==> src/sv/ffa_pkg.sv <==
`timescale 1ns / 1ps
// ----------------------------------------------------------------------------
// ffa_pkg
// Shared types and defaults of the first-fit block allocator.
// ----------------------------------------------------------------------------
package ffa_pkg;

   localparam int ADDR_W = 32;
   localparam int SIZE_W = 32;

   localparam int          DEF_FREE_ENTRIES    = 32;
   localparam int          DEF_USED_ENTRIES    = 64;
   localparam logic [31:0] DEF_SUPERBLOCK_SIZE = 32'd1048576;

   typedef enum logic [1:0] {
      OP_ALLOC  = 2'd0,
      OP_FREE   = 2'd1,
      OP_ADD    = 2'd2,
      OP_UNUSED = 2'd3
   } op_type;

   typedef enum logic [2:0] {
      ST_OK       = 3'd0,
      ST_NOFIT    = 3'd1,
      ST_SUPER    = 3'd2,
      ST_NOTALLOC = 3'd3,
      ST_FULL     = 3'd4
   } status_type;

   typedef enum logic [1:0] {
      CMD_NONE   = 2'd0,
      CMD_WRITE  = 2'd1,
      CMD_REMOVE = 2'd2,
      CMD_INSERT = 2'd3
   } cmd_op_type;

   typedef enum logic {
      SCAN_FIT = 1'b0,
      SCAN_POS = 1'b1
   } scan_mode_type;

   typedef struct packed {
      logic [ADDR_W-1:0] base;
      logic [SIZE_W-1:0] len;
   } entry_type;

   typedef struct packed {
      cmd_op_type op;
      entry_type  data;
   } cmd_type;

   typedef struct packed {
      logic      found;
      entry_type cur;
      entry_type prev;
   } free_hit_type;

   typedef struct packed {
      logic              found;
      logic [SIZE_W-1:0] len;
      entry_type         last;
   } used_hit_type;

endpackage

==> src/sv/ffa_used_cell.sv <==
`timescale 1ns / 1ps
// ----------------------------------------------------------------------------
// ffa_used_cell
// One allocated-block entry: address match and last-entry pickup in the chain.
// ----------------------------------------------------------------------------
module ffa_used_cell #(
   parameter int USED_ENTRIES = ffa_pkg::DEF_USED_ENTRIES,
   parameter int INDEX        = 0
) (
   input  logic                                  clock,
   input  ffa_pkg::cmd_type                      cmd,
   input  logic [$clog2(USED_ENTRIES+1)-1:0]     cmd_idx,
   input  logic [$clog2(USED_ENTRIES+1)-1:0]     count,
   input  logic [ffa_pkg::ADDR_W-1:0]            qaddr,
   input  ffa_pkg::used_hit_type                 scan_in,
   input  logic [$clog2(USED_ENTRIES+1)-1:0]     scan_in_idx,
   output ffa_pkg::used_hit_type                 scan_out,
   output logic [$clog2(USED_ENTRIES+1)-1:0]     scan_out_idx
);
   import ffa_pkg::*;

   localparam int UW = $clog2(USED_ENTRIES+1);
   localparam logic [UW-1:0] MY_IDX  = UW'(INDEX);
   localparam logic [UW-1:0] MY_NEXT = UW'(INDEX + 1);

   entry_type     entry_ff, entry_in;
   used_hit_type  hit_ff, hit_in;
   logic [UW-1:0] idx_ff, idx_in;
   logic          match;

   assign match = (MY_IDX < count) && (entry_ff.base == qaddr);

   always_comb begin
      hit_in = scan_in;
      idx_in = scan_in_idx;
      if (!scan_in.found && match) begin
         hit_in.found = 1'b1;
         hit_in.len   = entry_ff.len;
         idx_in       = MY_IDX;
      end
      if (MY_NEXT == count) hit_in.last = entry_ff;
   end

   always_comb begin
      entry_in = entry_ff;
      if (cmd.op == CMD_WRITE && cmd_idx == MY_IDX) entry_in = cmd.data;
   end

   always_ff @(posedge clock) begin
      entry_ff <= entry_in;
      hit_ff   <= hit_in;
      idx_ff   <= idx_in;
   end

   assign scan_out     = hit_ff;
   assign scan_out_idx = idx_ff;

endmodule
==> config.mk <==
export PLATFORM = sky130hd
export DESIGN_NAME = ffa_used_cell
export DESIGN_NICKNAME = d
export VERILOG_FILES = /design/src/sv/ffa_pkg.sv /design/src/sv/ffa_used_cell.sv
export SDC_FILE = /design/constraint.sdc
export NUM_CORES = 1
export LEC_CHECK = 0
export BUFFER_PORTS_ARGS = -buffer_cell sky130_fd_sc_hd__buf_2
export CAP_MARGIN = 30
export CORE_MARGIN = 1
export CORE_UTILIZATION = 40
export DETAILED_ROUTE_END_ITERATION = 8
export PLACE_DENSITY_LB_ADDON = 0.2
export SYNTH_ARGS = -nofsm -noshare
export SYNTH_HDL_FRONTEND = slang
export SYNTH_SLANG_ARGS = --single-unit
export TNS_END_PERCENT = 10
==> constraint.sdc <==
create_clock -name clock -period 9.1 [get_ports clock]
set_input_delay 1.82 -clock clock [delete_from_list [all_inputs] [get_ports clock]]
set_output_delay 1.82 -clock clock [all_outputs]
set_load 0.02 [all_outputs]
# Word-level counts from Yosys, hierarchy flattened
# Index checks and enable logic that the tools add are counted.
[totals]
ff_bits = 168
in_bits = 217
output_inout_bits = 104
elab_cells = 18
[classes]
n_lt_le_gt_ge = 1
eq_ne = 3
mux = 2
reduce_logical = 5
[ops]
columns = ["cell", "n"]
rows = [
  ["two-way mux 64 bit", 1],
  ["== test 32 bit", 1],
  ["two-way mux 32 bit", 1],
  ["== test 1 x 7 -> 1 bit (first input constant)", 1],
  ["logical NOT 7 bit", 1],
  ["< comparator 1 x 7 -> 1 bit (first input constant)", 1],
  ["logical AND 1 bit", 3],
  ["== test 2 x 1 -> 1 bit (second input constant)", 1],
  ["logical NOT 1 bit", 1],
]

# Logic depth before layout (Yosys ltp)
[depth]
ltp_word = 4
ltp_mapped = 7
ltp_nobuf = 5

# Worst setup path after synthesis
# No wires, ideal clock.
[synth_path]
path_kind = "input port to flip-flop"
start = "in cmd_idx[0]"
end = "reg entry_ff[0] (netlist name), enable pin"
setup_time_ps = 651
arrival_time_ps = 8431
required_ps = 8449
path_slack_ps = 19
cell_stages = 2
cell_sequence = "or4_1 > nor4_1"
[synth_via]
elab_chain_cells = 2
[synth_lines]
columns = ["item", "line_no", "source"]
rows = [
  ["start: declaration", "ffa_used_cell.sv:12", "input logic [$clog2(USED_ENTRIES+1)-1:0] cmd_idx,"],
  ["logical NOT 7 bit", "ffa_used_cell.sv:46", "if (cmd.op == CMD_WRITE && cmd_idx == MY_IDX) entry_in = cmd.data;"],
  ["logical AND 1 bit", "ffa_used_cell.sv:46", ""],
  ["end signal: assignment", "ffa_used_cell.sv:50", "entry_ff <= entry_in;"],
  ["end: declaration", "ffa_used_cell.sv:26", "entry_type entry_ff, entry_in;"],
]
# No other way between the ends.
# A chain may end at the register's enable or synchronous reset.

==> impl_metrics.py <==
metrics = {
    "clock_network": {
        "cts.sinks": 168,
        "holdBufCountCts": 0,
        "cts_max_level": 4,
        "cts_buffer_depth": 2,
        "clk_latency_ps": 420,
        "cts_made_buffers": 17,
        "cts_root_buf": "clkbuf_16",
        "clkTransAtPathRegs_ps": 70,
        "cts_tree": "done",
        "cts_setup_buffers": 0,
        "cts_resized": 0,
    },
    "yosys": {
        "synth_fa_ha_area_frac": 0,
        "avgSynthCellArea_um2": 17.7,
        "synthArstFlopShare": 0,
        "syn_nets": 552,
        "synth_edf_count": 64,
        "yosys_most_used_dff": "dfxtp_1",
        "ys_types": 23,
        "yosysWarningCount": 0,
        "synth_top_area_share": 0.352,
        "yosysMostFrequentCell": "dfxtp_1",
        "synth_compound_area_frac": 0,
        "yosys.area_share.simple": 0.0296,
        "syn_area_mm2": 0.00592,
        "synthMuxAreaShare": 0.221,
        "netlist_instances": 335,
        "synth_xor_area_frac": 0.0473,
        "synth_top_family_by_area": "multiplexers",
        "seq_area_frac_synth": 0.676,
        "synth_top_area_cell": "dfxtp_1",
        "synth-seq-cells": 168,
        "synth_area_leaders": "dfxtp_1, edfxtp_1, mux2_4",
        "yosys-top-cells-count": "dfxtp_1, edfxtp_1, mux2_4, mux2_2, xnor2_1",
    },
    "timing": {
        "layout_setup_ws_ps": 5280,
        "layout_min_cycle_time_ps": 3820,
        "hold_slack_ps": 494,
        "hold_violations": 0,
        "finClkSkew_ps": 17.0,
        "fmax_ghz": 0.261,
        "timing.final.crit_share": 0.420,
        "grt_setup_unrepaired": "false",
        "finalSetupViolations": 0,
        "drv_slew": 0,
        "fin_setup_tns_ps": 0,
        "slew_headroom": 0.351,
        "worst_slew_pin_slew_ps": 974,
    },
    "floorplanning": {
        "initial_core_util": 0.409,
        "row_count": 44,
        "core_mm2": 0.0145,
        "die_y_um": 124,
        "io-pin-count": 321,
        "die_width_um": 124,
        "fp.dieArea_mm2": 0.0153,
    },
    "hold_path": {
        "hold_depth": 1,
        "min_path_type": "flop to flop",
    },
    "detailed_routing": {
        "ant_nets": 0,
        "wl_um": 13600,
        "vias_per_cell": 4.46,
        "drc": 0,
        "post_drt_wl_per_cell_um": 15.7,
        "vias": 3843,
        "drt-initial-drc-count": 154,
        "first_pass_iters": 4,
    },
    "critical_path": {
        "setup.worst_path.end": "scan_out[38]",
        "path_class": "input port to flop",
        "startpoint_type": "input port",
        "cp_cell_sequence": "buf_2 > or4_4 > or4b_4 > buf_4 > mux2_4",
        "worstPathArrival_ps": 4120,
        "slowest_delay_ps": 780,
        "reg2reg_from": "entry_ff[50]",
        "r2r_end": "scan_out[81]",
        "cp_max_fo": 37,
        "startpoint": "count[1]",
        "crit_path_end_kind": "flop",
        "r2r_slack_ps": 6360,
        "required_ps": 9390,
        "cp_slowest_cell": "or4b_4",
        "rr_worst_depth": 5,
    },
    "cells_and_area": {
        "postLayoutCellArea_mm2": 0.00821,
        "final_nets": 881,
        "drive_above_1_share": 0.668,
        "antenna_cells": 0,
        "area_growth_pct": 38.7,
    },
    "place": {
        "dpl_cell_area_mm2": 0.00762,
        "hpwlAfterDp_um": 10200,
        "dpl_worst_slack_ps": 4800,
        "routabilityCongestion": 0.804,
        "portBuffers": 320,
    },
    "global_route": {
        "grt_pass1_wl_um": 19300,
        "grt_max_degree": 59,
        "antenna_found_initial": 0,
        "track_usage": 0.173,
        "overflow": 0,
        "grt_pass1_vias": 3831,
    },
    "power": {
        "p_per_area_mw_per_mm2": 202,
        "p_leak_nw": 3.83,
        "max-vdd-ir-drop_mv": 0.106,
    },
    "outcome": {
        "status": "finished clean",
    },
    "job": {
        "maxCapViolCount": 0,
    },
}
==> power by group <==
part	leakage (nW)	switching, mW	total (mW)	internal (mW)
clock network	0.288	0.294	0.702	0.407
registers	1.45	0.00575	0.811	0.805
logic	2.09	0.0665	0.146	0.0791
total	3.83	0.367	1.66	1.29
==> through the flow <==
| step | cells | power, mW | utilization |
|---|---|---|---|
| after floorplan | 335 | 0.898 | - |
| final | 861 | 1.66 | 0.567 |
| after global placement | 829 | 0.971 | 0.526 |
| after global routing | 861 | 1.72 | 0.567 |
| after detailed placement | 829 | 0.974 | 0.526 |
| after CTS | 861 | 1.68 | 0.567 |
==> flip-flops by register name, summed over array words and instances, names as in the netlist <==
name,flops
scan_out,97
scan_out_idx,7
entry_ff,64
==> worst max-delay path, delay by kind of cell <==
kind / cells / cell delay, ps
and+or+nand+nor: 2 / 1310
buffers and inverters: 2 / 560
muxes: 1 / 390
==> kinds of logic after synthesis <==
logic type    after synthesis
xor+xnor                   32
buf+inv                    12
flops                     168
mux                        96
simple gates               27
==> per-layer routing <==
layer	part of all wire	track usage
met1	0.37	0.183
met2	0.54	0.315
met3	0.076	0.0563
met4	0.015	0.0708
met5	0	0
==> cell usage in the layout (no fill, tap or decap), types with 7 or more instances in the layout <==
| master | Yosys | final |
|---|---|---|
| buf_2 | 4 | 320 |
| clkbuf_16 | 0 | 19 |
| dfxtp_1 | 104 | 104 |
| edfxtp_1 | 64 | 64 |
| mux2_2 | 34 | 34 |
| mux2_4 | 60 | 60 |
| nand4_1 | 7 | 7 |
| nor2b_1 | 7 | 7 |
| xnor2_1 | 31 | 31 |
==> worst min-delay path by stage <==
stage,startpoint,end,slack [ps]
2_1_floorplan,entry_ff[0],scan_out[64],450
3_3_place_gp,entry_ff[22],scan_out[86],470
3_5_place_dp,entry_ff[0],scan_out[64],470
4_1_cts,entry_ff[0],scan_out[64],500
5_1_grt,entry_ff[23],scan_out[23],510
6_report,entry_ff[0],scan_out[64],490
==> layout make-up <==
type / count / area, µm²
fillers: 1229 / 6260
multi-input cells: 155 / 1770
well taps: 184 / 230
clock buffers: 22 / 517
repair buffers: 322 / 1620
clock inverters: 10 / 77.6
flip-flops and latches: 168 / 4000
Note: power is estimated with default switching activity, not from simulation.
