### config.mk
export PLATFORM = sky130hd
export DESIGN_NAME = ffa_free_cell
export DESIGN_NICKNAME = d
export VERILOG_FILES = /design/src/sv/ffa_pkg.sv /design/src/sv/ffa_free_cell.sv
export SDC_FILE = /design/constraint.sdc
export NUM_CORES = 1
export LEC_CHECK = 0
export ABC_AREA = 1
export BUFFER_PORTS_ARGS = -buffer_cell sky130_fd_sc_hd__buf_2
export CAP_MARGIN = 20
export CORE_AREA = 8 8 228 230
export DETAILED_ROUTE_END_ITERATION = 8
export DIE_AREA = 0 0 236 238
export PLACE_DENSITY = 0.51
export SLEW_MARGIN = 30
export SYNTH_ARGS = -nofsm -noshare
export SYNTH_HDL_FRONTEND = slang
export SYNTH_SLANG_ARGS = --single-unit
### constraint.sdc
create_clock -name clock -period 8.7 [get_ports clock]
set_clock_uncertainty 0.2 [all_clocks]
set_input_delay 0.87 -clock clock [delete_from_list [all_inputs] [get_ports clock]]
set_output_delay 0.87 -clock clock [all_outputs]
set_load 0.05 [all_outputs]
### src/sv/ffa_pkg.sv
`timescale 1ns / 1ps
// ----------------------------------------------------------------------------
// ffa_pkg
// Shared types and defaults of the first-fit block allocator.
// ----------------------------------------------------------------------------
package ffa_pkg;

   localparam int ADDR_W = 32;
   localparam int SIZE_W = 32;

   localparam int          DEF_FREE_ENTRIES    = 32;
   localparam int          DEF_USED_ENTRIES    = 64;
   localparam logic [31:0] DEF_SUPERBLOCK_SIZE = 32'd1048576;

   typedef enum logic [1:0] {
      OP_ALLOC  = 2'd0,
      OP_FREE   = 2'd1,
      OP_ADD    = 2'd2,
      OP_UNUSED = 2'd3
   } op_type;

   typedef enum logic [2:0] {
      ST_OK       = 3'd0,
      ST_NOFIT    = 3'd1,
      ST_SUPER    = 3'd2,
      ST_NOTALLOC = 3'd3,
      ST_FULL     = 3'd4
   } status_type;

   typedef enum logic [1:0] {
      CMD_NONE   = 2'd0,
      CMD_WRITE  = 2'd1,
      CMD_REMOVE = 2'd2,
      CMD_INSERT = 2'd3
   } cmd_op_type;

   typedef enum logic {
      SCAN_FIT = 1'b0,
      SCAN_POS = 1'b1
   } scan_mode_type;

   typedef struct packed {
      logic [ADDR_W-1:0] base;
      logic [SIZE_W-1:0] len;
   } entry_type;

   typedef struct packed {
      cmd_op_type op;
      entry_type  data;
   } cmd_type;

   typedef struct packed {
      logic      found;
      entry_type cur;
      entry_type prev;
   } free_hit_type;

   typedef struct packed {
      logic              found;
      logic [SIZE_W-1:0] len;
      entry_type         last;
   } used_hit_type;

endpackage

### src/sv/ffa_free_cell.sv
`timescale 1ns / 1ps
// ----------------------------------------------------------------------------
// ffa_free_cell
// One free-list entry: shifts with its neighbors, joins the search chain.
// ----------------------------------------------------------------------------
module ffa_free_cell #(
   parameter int FREE_ENTRIES = ffa_pkg::DEF_FREE_ENTRIES,
   parameter int INDEX        = 0
) (
   input  logic                                  clock,
   input  ffa_pkg::cmd_type                      cmd,
   input  logic [$clog2(FREE_ENTRIES+1)-1:0]     cmd_idx,
   input  logic [$clog2(FREE_ENTRIES+1)-1:0]     count,
   input  ffa_pkg::scan_mode_type                mode,
   input  logic [ffa_pkg::ADDR_W-1:0]            qbase,
   input  logic [ffa_pkg::SIZE_W-1:0]            qsize,
   input  ffa_pkg::entry_type                    left_data,
   input  ffa_pkg::entry_type                    right_data,
   input  ffa_pkg::free_hit_type                 scan_in,
   input  logic [$clog2(FREE_ENTRIES+1)-1:0]     scan_in_idx,
   output ffa_pkg::free_hit_type                 scan_out,
   output logic [$clog2(FREE_ENTRIES+1)-1:0]     scan_out_idx,
   output ffa_pkg::entry_type                    data_out
);
   import ffa_pkg::*;

   localparam int IW = $clog2(FREE_ENTRIES+1);
   localparam logic [IW-1:0] MY_IDX = IW'(INDEX);

   entry_type    entry_ff, entry_in;
   free_hit_type hit_ff, hit_in;
   logic [IW-1:0] idx_ff, idx_in;
   logic         valid, match;

   assign valid = MY_IDX < count;
   assign match = (mode == SCAN_FIT) ? (valid && entry_ff.len >= qsize)
                                     : (!valid || entry_ff.base >= qbase);

   always_comb begin
      hit_in = scan_in;
      idx_in = scan_in_idx;
      if (!scan_in.found && match) begin
         hit_in.found = 1'b1;
         hit_in.cur   = entry_ff;
         hit_in.prev  = left_data;
         idx_in       = MY_IDX;
      end
   end

   always_comb begin
      entry_in = entry_ff;
      case (cmd.op)
         CMD_WRITE:  if (cmd_idx == MY_IDX) entry_in = cmd.data;
         CMD_REMOVE: if (MY_IDX >= cmd_idx) entry_in = right_data;
         CMD_INSERT: begin
            if (MY_IDX > cmd_idx)       entry_in = left_data;
            else if (MY_IDX == cmd_idx) entry_in = cmd.data;
         end
         default: entry_in = entry_ff;
      endcase
   end

   always_ff @(posedge clock) begin
      entry_ff <= entry_in;
      hit_ff   <= hit_in;
      idx_ff   <= idx_in;
   end

   assign scan_out     = hit_ff;
   assign scan_out_idx = idx_ff;
   assign data_out     = entry_ff;

endmodule

; After elaboration in Yosys (flattened, before gate mapping)
; Index checks and enable logic that the tools add are counted.
[word_totals]
n_memories = 0
mem_bits_ro = 0
latch_bits = 0
register_bits = 199
ramBits = 0
[classes]
n_mux = 6
reduce_logical = 8
bitwise_logic = 0
add_sub_neg = 0
n_div = 0
n_lt_le_gt_ge = 5
shift = 0
multipliers = 0
eq_ne = 4
[op_table]
columns = operator, count
row1 = $mux W64, 3
row2 = $pmux W64 S3, 1
row3 = $mux W128, 1
row4 = $ge A32 B32 Y1, 2
row5 = $ge A1 B6 Y1 const A, 1
row6 = $gt A1 B6 Y1 const A, 1
row7 = $logic_not A6 Y1, 1
row8 = $lt A1 B6 Y1 const A, 1
row9 = $eq A2 B2 Y1 const B, 2
row10 = $reduce_bool A3 Y1, 1
row11 = $eq A2 B1 Y1 const B, 1
row12 = $logic_and A1 B1 Y1, 2
row13 = $logic_not A1 Y1, 2
row14 = $ne A2 B2 Y1 const B, 1
row15 = $reduce_and A2 Y1, 1
row16 = $logic_or A1 B1 Y1, 1
row17 = $mux W1, 1

; Depth between registers and ports, before layout
; Gate-level depths: netlist of run 1.
[depth]
depth_word = 6
depth_mapped = 20
ltp_nobuf = 18

; Worst setup path after synthesis of run 1
; Ideal clock, no wire load.
[synth_timing]
path_type = input-to-reg
start = input port cmd_idx[5]
end = register entry_ff (netlist bit data_out[0]), enable pin
setup_slack_ps = 3196
stages = 5
n_path_buf = 2
t_arrival_ps = 4805
required_ps = 8001
path_cell_list = nor4_4 > nand2_1 > buf_2 > clkbuf_1 > o21bai_1
[synth_between]
elab_chain_len = 3
[synth_rtl]
columns = item, line
row1 = start: declaration, ffa_free_cell.sv:12  ; input logic [$clog2(FREE_ENTRIES+1)-1:0] cmd_idx,
row2 = $ge A1 B6 Y1, ffa_free_cell.sv:54  ; CMD_REMOVE: if (MY_IDX >= cmd_idx) entry_in = right_data;
row3 = $ne A2 B2 Y1 (no source line), n/a
row4 = $reduce_and A2 Y1 (no source line), n/a
row5 = end signal: assignment, ffa_free_cell.sv:64  ; entry_ff <= entry_in;
row6 = end: declaration, ffa_free_cell.sv:30  ; entry_type entry_ff, entry_in;
; Every way passes these cells.
; A chain may end at the register's enable or synchronous reset.

==> metrics, run 1 <==
post-synth top area share=27.52%; Vias/cell=4.581; Synth area leaders=dfxtp_1, edfxtp_1, nand2_1; largest area contributor in the netlist=dfxtp_1; H-tree levels=4; 1st-iter DRT viols=555; Slew HR=31.20%; wire length per cell=20.82 microns; number of global-route vias before repair=11.65k; Leak=7.438 nW; CP arrival=4600 ps; Final Setup Violations=0; maximum VDD drop=105.1 uV; Critical path destination=scan_out[24]; Via Count=11.13k; slowest CP cell=nand3_4; Clock Latency Late Sink=490 ps; CP Max Fanout=62; die outline width=236 microns; final worst slack=4319 ps; crit path kind=flop to flop; CTS tree=built; FF-to-FF path depth=16; Worst EP required=8920 ps; CP delay by family, top=simple AND/OR/NAND/NOR gates; drt total wl=50570 microns; gr usage total=17.42%; core box area=48340 sq um; CP bufs+invs=2; critical path, cell by cell=ha_1, a21oi_1, nor2_1, nor2_1, nand2_1, nand2_1, nand2_1, nand2_1, nand2_1, nand2_1, nand2_4, nand3_4, buf_12, buf_4, nand2_1, nand2_1; TritonRoute pass-1 iters=5; fin nets=2259; first-pass GRT wire length=73750 microns; Worst Setup SP=data_out[5]; hold slack=358.2 ps; synthesis-to-finish area growth=42.90%; root buffer cell=clkbuf_16; clock slew at the register clock pins of the worst setup and hold paths=80 ps; synth warn=0; cts repair resizes=0; Synth Register Bits=199; Placed Area=13400 sq um; Final period util=50.35%; most frequent CP cell=nand2_1; status=completed; Post-Synthesis Cells=1236; Avg Inst Size Synth=7.947 sq um; power density cells=207.8 nW/um^2; Reg2Reg Capture Point=scan_out[24]; Final Max Slew Viols=0; clk sink count=199; routability cong.=0.8605; DP HPWL=38800 microns; initial antenna violation count=14; Cell variety after synth=24; Hold Fails Final Rpt=0; Place WS=3772 ps; startpoint types=flop; num ports=606; synthesized cell area=9822 sq um; Setup TNS=0 ps; Min-Delay Path Class=primary input to flop; FF-to-FF setup slack=4320 ps; std cell rows=81; Worst setup EP type=flop; post-CTS setup buffer count=0; max cap viols=0; # port buffers=605; Initial Util=20.32%; CTS Hold Bufs=0; Overflow after GRT=0; RR Startpoint=data_out[5]; Finished Cell Area=14040 sq um; Final Total Pwr=0.002916 W; RSZ-0062 raised after global routing=false; layout cells sized above 1=36.70%; clk buf depth=2; Num CTS Buffers=17; fmax=228.3 MHz; Routed Antenna Nets=0; Die ar.=56170 sq um; Synthesized Nets=1707; Die Y=238 microns; worst stage delay on the critical path=660 ps; Crit path depth=16; slew of the pin with the lowest slew margin=1032 ps; register area share after synthesis=47.08%; largest net degree at the start of global routing=74; min cycle time layout=4381 ps; DRC Markers=0
-- flip-flops by register name, summed over array words and instances (netlist names) --
name,cells
data_out,64
scan_out,129
scan_out_idx,6
-- cell usage in the layout (no fill, tap or decap), types with 6 or more instances in the layout --
| master | netlist | layout |
|---|---|---|
| edfxtp_1 | 64 | 64 |
| buf_2 | 30 | 605 |
| buf_4 | 1 | 15 |
| a31oi_1 | 62 | 62 |
| ha_1 | 64 | 64 |
| dfxtp_1 | 135 | 135 |
| nand4_1 | 132 | 132 |
| nand3_1 | 64 | 64 |
| nand2_1 | 402 | 399 |
| o21ai_0 | 7 | 7 |
| a21oi_1 | 30 | 30 |
| diode_2 | 0 | 6 |
| inv_1 | 90 | 89 |
| clkbuf_16 | 0 | 21 |
| nor2_1 | 85 | 84 |
-- layout make-up --
class                   count  area [sq um]
multi-input cells         858          4491
diodes                      6         15.01
clock inverters            10         91.34
inverters                  91         346.6
fillers                  5331         34310
clock buffers              22         529.3
well taps                 622         778.2
repair buffers            621          3161
flip-flops and latches    199          4624
-- cells in the mapped netlist, drive strengths merged --
master	instances
nand2	402
dfxtp	135
nand4	132
inv	91
nor2	85
nand3	65
edfxtp	64
ha	64
a31oi	62
clkbuf	52
buf	36
a21oi	30
o21ai	7
nor4	3
o21a	3
nor3	2
a21o	1
nand3b	1
o21bai	1
-- routing by layer --
layer  wire length, microns  part of all wire, %  track usage [%]
met1                  19400                   38            18.73
met2                  25110                   50            30.54
met3                   4160                  8.2            6.645
met4                   1814                  3.6            7.197
met5                     90                 0.18                0
-- metrics by stage --
stage                     utilization, %  std cells
final                              29.03       2429
after global routing               29.01       2424
after CTS                          29.00       2423
after detailed placement           27.72       2391
after global placement             27.68       2390
after floorplan                        -       1236
-- worst reg2reg max path, cell delays in order, from the launching register on --
cell	delay, ps
edfxtp_1	540
ha_1	360
a21oi_1	270
nor2_1	70
nor2_1	180
nand2_1	80
nand2_1	60
nand2_1	50
nand2_1	50
nand2_1	60
nand2_1	110
nand2_4	490
nand3_4	680
buf_12	300
buf_4	580
nand2_1	150
nand2_1	100
-- how the worst min path moves through the flow --
stage                    from               to  slack (ps)  cells past startpoint
2_1_floorplan     data_out[0]     scan_out[64]         660                      2
3_3_place_gp     data_out[32]     scan_out[96]         370                      2
3_5_place_dp     data_out[32]     scan_out[96]         370                      2
4_1_cts          scan_in[106]    scan_out[106]         310                      3
5_1_grt            scan_in[3]      scan_out[3]         320                      3
6_report       scan_in_idx[1]  scan_out_idx[1]         360                      3
-- report_power, final --
part	total (W)	switching, W	internal (W)
Clock	0.000870	0.000425	0.000445
Sequential	0.00113	0.0000570	0.00107
Combinational	0.000919	0.000683	0.000236
-- kinds of logic after synthesis --
kind of cell | share of synthesized area, %
fa+ha+maj | 8.153
flops | 47.08
compound gates | 6.217
simple gates | 30.90
buf+inv | 7.643
(Power assumes the default switching activity.)
==> run 2: changes to the inputs <==
--- a/config.mk
+++ b/config.mk
@@ -8,10 +8,10 @@
 export ABC_AREA = 1
 export BUFFER_PORTS_ARGS = -buffer_cell sky130_fd_sc_hd__buf_2
 export CAP_MARGIN = 20
-export CORE_AREA = 8 8 228 230
+export CORE_AREA = 8 8 229 231
 export DETAILED_ROUTE_END_ITERATION = 8
-export DIE_AREA = 0 0 236 238
-export PLACE_DENSITY = 0.51
+export DIE_AREA = 0 0 237 239
+export PLACE_DENSITY = 0.52
 export SLEW_MARGIN = 30
 export SYNTH_ARGS = -nofsm -noshare
 export SYNTH_HDL_FRONTEND = slang
==> constraint.sdc (replaced) <==
create_clock -name clock -period 3.6 [get_ports clock]
set_clock_uncertainty 0.2 [all_clocks]
set_input_delay 0.36 -clock clock [delete_from_list [all_inputs] [get_ports clock]]
set_output_delay 0.36 -clock clock [all_outputs]
set_load 0.05 [all_outputs]
==> run 2 against run 1 <==
- cell count is 11% higher
- sequential power grew 140%
- via count is 10% higher
- combinational power grew to 2.7 times the previous value
- core utilization grew 5.3 points
- clock power rose by 130%
- die area grew 0.85%
- wire length rose by 7.2%
- critical path depth shrank 4
- global-route usage increased by 1.2 points
- power rose by 150%
- cell area up 19%
- highest routed layer unchanged
==> metrics, run 2 (same netlist as run 1, synthesis figures left out) <==
Place WS=264.5 ps (was 3772 ps); Min-Delay Path Class=primary input to flop (unchanged); die outline width=237 microns (was 236 microns); commonest cells after routing, fill and taps aside=buf_2, nand2_1, dlygate4sd3_1 (was buf_2, nand2_1, dfxtp_1); startpoint types=flop (unchanged); first-pass GRT wire length=79940 microns (was 73750 microns); crit path kind=flop to flop (unchanged); Final Core Density=34.31% (was 29.03%); Leak=8.544 nW (was 7.438 nW); max cap viols=0 (unchanged); Overflow after GRT=0 (unchanged); layout cells sized above 1=32.70% (was 36.70%); initial antenna violation count=24 (was 14); Final Setup Violations=0 (unchanged); commonest non-fill, non-tap cell in the layout=buf_2 (unchanged); Num CTS Buffers=17 (unchanged); Routed Antenna Nets=0 (unchanged); slew of the pin with the lowest slew margin=733.6 ps (was 1032 ps); # placed instances=2404 (was 2391); maximum VDD drop=299.7 uV (was 105.1 uV); Initial Util=20.23% (was 20.32%); Via Count=12.27k (was 11.13k); post-CTS setup buffer count=0 (unchanged); TritonRoute pass-1 iters=5 (unchanged); Vias/cell=4.550 (was 4.581); register area=4624 sq um (unchanged); fin nets=2519 (was 2259); power density cells=430.5 nW/um^2 (was 207.8 nW/um^2); H-tree levels=4 (unchanged); num ports=606 (unchanged); largest net degree at the start of global routing=130 (was 74); Final period util=90.33% (was 50.35%); synthesis-to-finish area growth=69.57% (was 42.90%); status=completed (unchanged); Hold Path Stages=3 (unchanged); fmax=307.5 MHz (was 228.3 MHz); RSZ-0062 raised after global routing=false (unchanged); DRC Markers=0 (unchanged); Final Max Slew Viols=0 (unchanged); cts repair resizes=0 (unchanged); routability cong.=0.8660 (was 0.8605); Multi-input gate area=4491 sq um (unchanged); Setup TNS=0 ps (unchanged); CTS tree=built (unchanged); drt total wl=54190 microns (was 50570 microns); Hold Fails Final Rpt=0 (unchanged); Clock Latency Late Sink=490 ps (about the same); min cycle time layout=3252 ps (was 4381 ps); clock slew at the register clock pins of the worst setup and hold paths=80 ps (about the same); Die Y=239 microns (was 238 microns); Worst setup EP type=flop (unchanged); Die ar.=56640 sq um (was 56170 sq um); Layout fillers=4986 (was 5331); wire length per cell=20.10 microns (was 20.82 microns); Slew HR=51.10% (was 31.20%); final worst slack=348.2 ps (was 4319 ps); DP HPWL=40270 microns (was 38800 microns); core box area=48550 sq um (was 48340 sq um); CP Max Fanout=128 (was 62); number of global-route vias before repair=12.82k (was 11.65k); CP arrival=3490 ps (was 4600 ps); # port buffers=605 (unchanged); FF-to-FF path depth=12 (was 16); clk sink count=199 (unchanged); Finished Layout Cells=2696 (was 2429); gr usage total=18.64% (was 17.42%); root buffer cell=clkbuf_16 (unchanged); clk buf depth=2 (unchanged); Largest register FFs=129 (unchanged); std cell rows=81 (unchanged); 1st-iter DRT viols=552 (was 555); Worst EP required=3830 ps (was 8920 ps)
run 2: worst paths after layout:
| kind | from | slack, ps | endpoint |
|---|---|---|---|
| min reg2reg | data_out[27] | 400 | scan_out[91] |
| max | data_out[31] | 350 | scan_out[18] |
| min | right_data[8] | 40 | data_out[8] |
| max reg2reg | data_out[31] | 350 | scan_out[18] |
run 2: power breakdown:
part / switching, W / internal, W / total (W)
logic: 0.00171 / 0.000775 / 0.00249
registers: 0.000130 / 0.00259 / 0.00272
clock network: 0.00105 / 0.000920 / 0.00197
total: 0.00289 / 0.00428 / 0.00717
run 2: repair_timing:
| action | in CTS | in global routing |
|---|---|---|
| hold buffers | 247 | 0 |
| hold endpoints to repair | 182 | 0 |
| setup endpoints to repair | 0 | 0 |
run 2: worst max-delay path, cell delays in order, from the launching register on:
cell	delay, ps
edfxtp_1	470
ha_1	330
nand2_1	80
nor2_1	190
nand4_1	220
a21oi_1	190
nor2_1	80
nand2_1	160
nand2_1	120
nand2_4	110
buf_12	480
nand4_1	320
nand2_1	150
run 2: metal layers:
metal	wire length [microns]	global-route usage (%)	part of all wire, %
met4	1917	8.257	3.5
met2	26320	31.65	49
met3	4682	6.731	8.6
met5	109	0	0.20
met1	21160	20.85	39
run 2: stage by stage:
stage | hold slack, ps | cell area (sq um) | power [W]
6_report | 40.01 | 16650 | 0.007170
5_1_grt | 15.95 | 16640 | 0.007533
4_1_cts | 0.3922 | 16620 | 0.007274
3_5_place_dp | 349.0 | 13590 | 0.005050
3_3_place_gp | 341.1 | 13590 | 0.005027
2_1_floorplan | 257.6 | 9833 | 0.004229
run 2: area by class of cell:
class,count,area share [%]
multi-input cells,858,26.96
diodes,13,0.1953
clock buffers,18,2.577
well taps,622,4.673
clock inverters,14,0.8114
repair buffers,881,34.93
flip-flops and latches,199,27.77
inverters,91,2.081
==> run 3: changes to the inputs <==
--- a/config.mk
+++ b/config.mk
@@ -11,6 +11,8 @@
 export CORE_AREA = 8 8 229 231
 export DETAILED_ROUTE_END_ITERATION = 8
 export DIE_AREA = 0 0 237 239
+export GPL_TIMING_DRIVEN = 0
+export MAX_ROUTING_LAYER = met4
 export PLACE_DENSITY = 0.52
 export SLEW_MARGIN = 30
 export SYNTH_ARGS = -nofsm -noshare
==> run 3 against run 2 <==
- worst hold slack got worse by 12 ps
- non-clock buffer count rose by 67
- die area is the same
- sequential power about the same
- maximum frequency is 6.0% lower
- largest cell class unchanged
==> metrics, run 3 (same netlist as run 1, synthesis figures left out) <==
gr usage total=20.29% (was 18.64%); drt total wl=57430 microns (was 54190 microns); num ports=606 (unchanged); Leak=8.628 nW (was 8.544 nW); Vias/cell=4.541 (was 4.550); Slew HR=34.02% (was 51.10%); Final period util=96.09% (was 90.33%); Die ar.=56640 sq um (unchanged); TritonRoute pass-1 iters=5 (unchanged); FF-to-FF setup slack=290 ps (was 350 ps); Comb pwr share=34.5% (was 34.7%); RR Startpoint=data_out[32] (was data_out[31]); Worst EP required=3600 ps (was 3830 ps); status=completed (unchanged); Routed Antenna Nets=0 (unchanged); Final Setup Violations=0 (unchanged); layout cells sized above 1=32.00% (was 32.70%); Clock Latency Late Sink=500 ps (was 490 ps); die outline width=237 microns (unchanged); Power Internal=0.004443 W (was 0.004281 W); Clock power frac=28.3% (was 27.4%); # port buffers=605 (unchanged); Finished Layout Cells=2755 (was 2696); Setup TNS=0 ps (unchanged); clock slew at the register clock pins of the worst setup and hold paths=80 ps (about the same); FF-to-FF path depth=18 (was 12); H-tree levels=4 (unchanged); first-pass GRT wire length=83410 microns (was 79940 microns); Reg2Reg Capture Point=scan_out[61] (was scan_out[18]); clk buf depth=2 (unchanged); Finished Cell Area=16870 sq um (was 16650 sq um); min cycle time layout=3459 ps (was 3252 ps); Final Max Slew Viols=0 (unchanged); maximum VDD drop=259.8 uV (was 299.7 uV); fmax=289.1 MHz (was 307.5 MHz); max cap viols=0 (unchanged); Placed Area=13730 sq um (was 13590 sq um); register area=4624 sq um (unchanged); CP arrival=3460 ps (was 3490 ps); core box area=48550 sq um (unchanged); Psw=0.002909 W (was 0.002889 W); Hold Path Stages=3 (unchanged); Final Core Density=34.75% (was 34.31%); Sw Ratio=39.57% (was 40.29%); Largest register FFs=129 (unchanged); Hold Fails Final Rpt=0 (unchanged); Multi-input gate area=4461 sq um (was 4491 sq um); post-CTS setup buffer count=0 (unchanged); Overflow after GRT=0 (unchanged); Num CTS Buffers=17 (unchanged); critical hold path startpoint=left_data[61] (was right_data[8]); hold endpoint=scan_out[61] (was data_out[8]); DRC Markers=0 (unchanged); CP Max Fanout=21 (was 128); commonest cells after routing, fill and taps aside=buf_2, nand2_1, dlygate4sd3_1 (unchanged); wire length per cell=20.85 microns (was 20.10 microns); Layout fillers=5071 (was 4986); power density cells=435.8 nW/um^2 (was 430.5 nW/um^2); CTS tree=built (unchanged); Worst setup EP type=flop (unchanged); number of global-route vias before repair=13.27k (was 12.82k); routability cong.=0.9084 (was 0.8660); # placed instances=2466 (was 2404); Via Count=12.51k (was 12.27k); clk sink count=199 (unchanged); fin nets=2586 (was 2519); slew of the pin with the lowest slew margin=982.3 ps (was 733.6 ps); hold slack=27.64 ps (was 40.01 ps); DP HPWL=45190 microns (was 40270 microns); largest net degree at the start of global routing=22 (was 130); synthesis-to-finish area growth=71.77% (was 69.57%); 1st-iter DRT viols=681 (was 552); Initial Util=20.23% (unchanged); share of power burned in registers=37.2% (was 37.9%); crit path kind=primary input to flop (was flop to flop); root buffer cell=clkbuf_16 (unchanged); commonest non-fill, non-tap cell in the layout=buf_2 (unchanged); RSZ-0062 raised after global routing=false (unchanged); Die Y=239 microns (unchanged); std cell rows=81 (unchanged); initial antenna violation count=4 (was 24); Min-Delay Path Class=primary input to flop (unchanged); startpoint types=primary input (was flop)
-- run 3: changes by cell type in the layout (fill, tap and decap cells not counted), moves of 8 or more --
cell | previous run | this run
buf_2 | 605 | 634
buf_12 | 8 | 0
clkbuf_1 | 1 | 52
buf_4 | 21 | 1
diode_2 | 13 | 5
-- run 3: how the worst max path moves through the flow --
stage / from / endpoint / slack [ps] / cells after the start
CTS: data_out[7] / scan_out[61] / 40 / 15
finish: cmd_idx[5] / data_out[18] / 140 / 9
global placement: cmd_idx[0] / data_out[18] / -1190 / 6
global route: data_out[7] / scan_out[100] / 20 / 16
detailed placement: cmd_idx[5] / data_out[13] / -410 / 9
floorplan: cmd_idx[5] / data_out[0] / 660 / 5
-- run 3: metal layers --
metal | part of all wire, % | vias to the layer above | GRT usage (%) | wire length, microns
li1 | - | 5978 | - | -
met1 | 39 | 5795 | 22.24 | 22630
met2 | 50 | 641 | 35.24 | 28810
met3 | 6.8 | 96 | 4.564 | 3921
met4 | 3.6 | 0 | 8.650 | 2067
met5 | 0 | - | - | 0
-- run 3: layout make-up --
| cell class | count | share of cell area [%] |
|---|---|---|
| Timing Repair Buffer | 860 | 33.39 |
| Sequential cell | 199 | 27.41 |
| Multi-Input combinational cell | 858 | 26.44 |
| Tap cell | 622 | 4.613 |
| Clock buffer | 22 | 2.944 |
| Buffer | 88 | 2.455 |
| Inverter | 91 | 2.025 |
| Clock inverter | 10 | 0.6526 |
| Antenna cell | 5 | 0.07416 |
-- run 3: critical path: stages --
cell and delay (ps):
buf_2 110, nor4_4 860, nand2_1 250, buf_2 340, clkbuf_1 360, o21bai_4 530
buf_16 230, buf_16 170, buf_16 180
-- run 3: what timing repair did --
action,CTS,global route
endpoints found under the hold margin,187,0
hold buffers,252,0
resized for setup,0,1
setup endpoints to repair,0,1
-- run 3: through the flow --
| step | worst slack (ps) | power [W] |
|---|---|---|
| 2_1_floorplan | 662.9 | 0.004229 |
| 3_3_place_gp | -1187 | 0.005076 |
| 3_5_place_dp | -411.1 | 0.005103 |
| 4_1_cts | 38.38 | 0.007445 |
| 5_1_grt | 24.64 | 0.007686 |
| 6_report | 140.8 | 0.007352 |
-- run 3: power groups by stage --
stage	Sequential, W	Combinational [W]	Clock (W)
final	0.00273	0.00254	0.00208
after global routing	0.00276	0.00271	0.00221
after CTS	0.00273	0.00255	0.00216
after detailed placement	0.00278	0.00232	0
after global placement	0.00278	0.00229	0
after floorplan	0.00362	0.000609	0
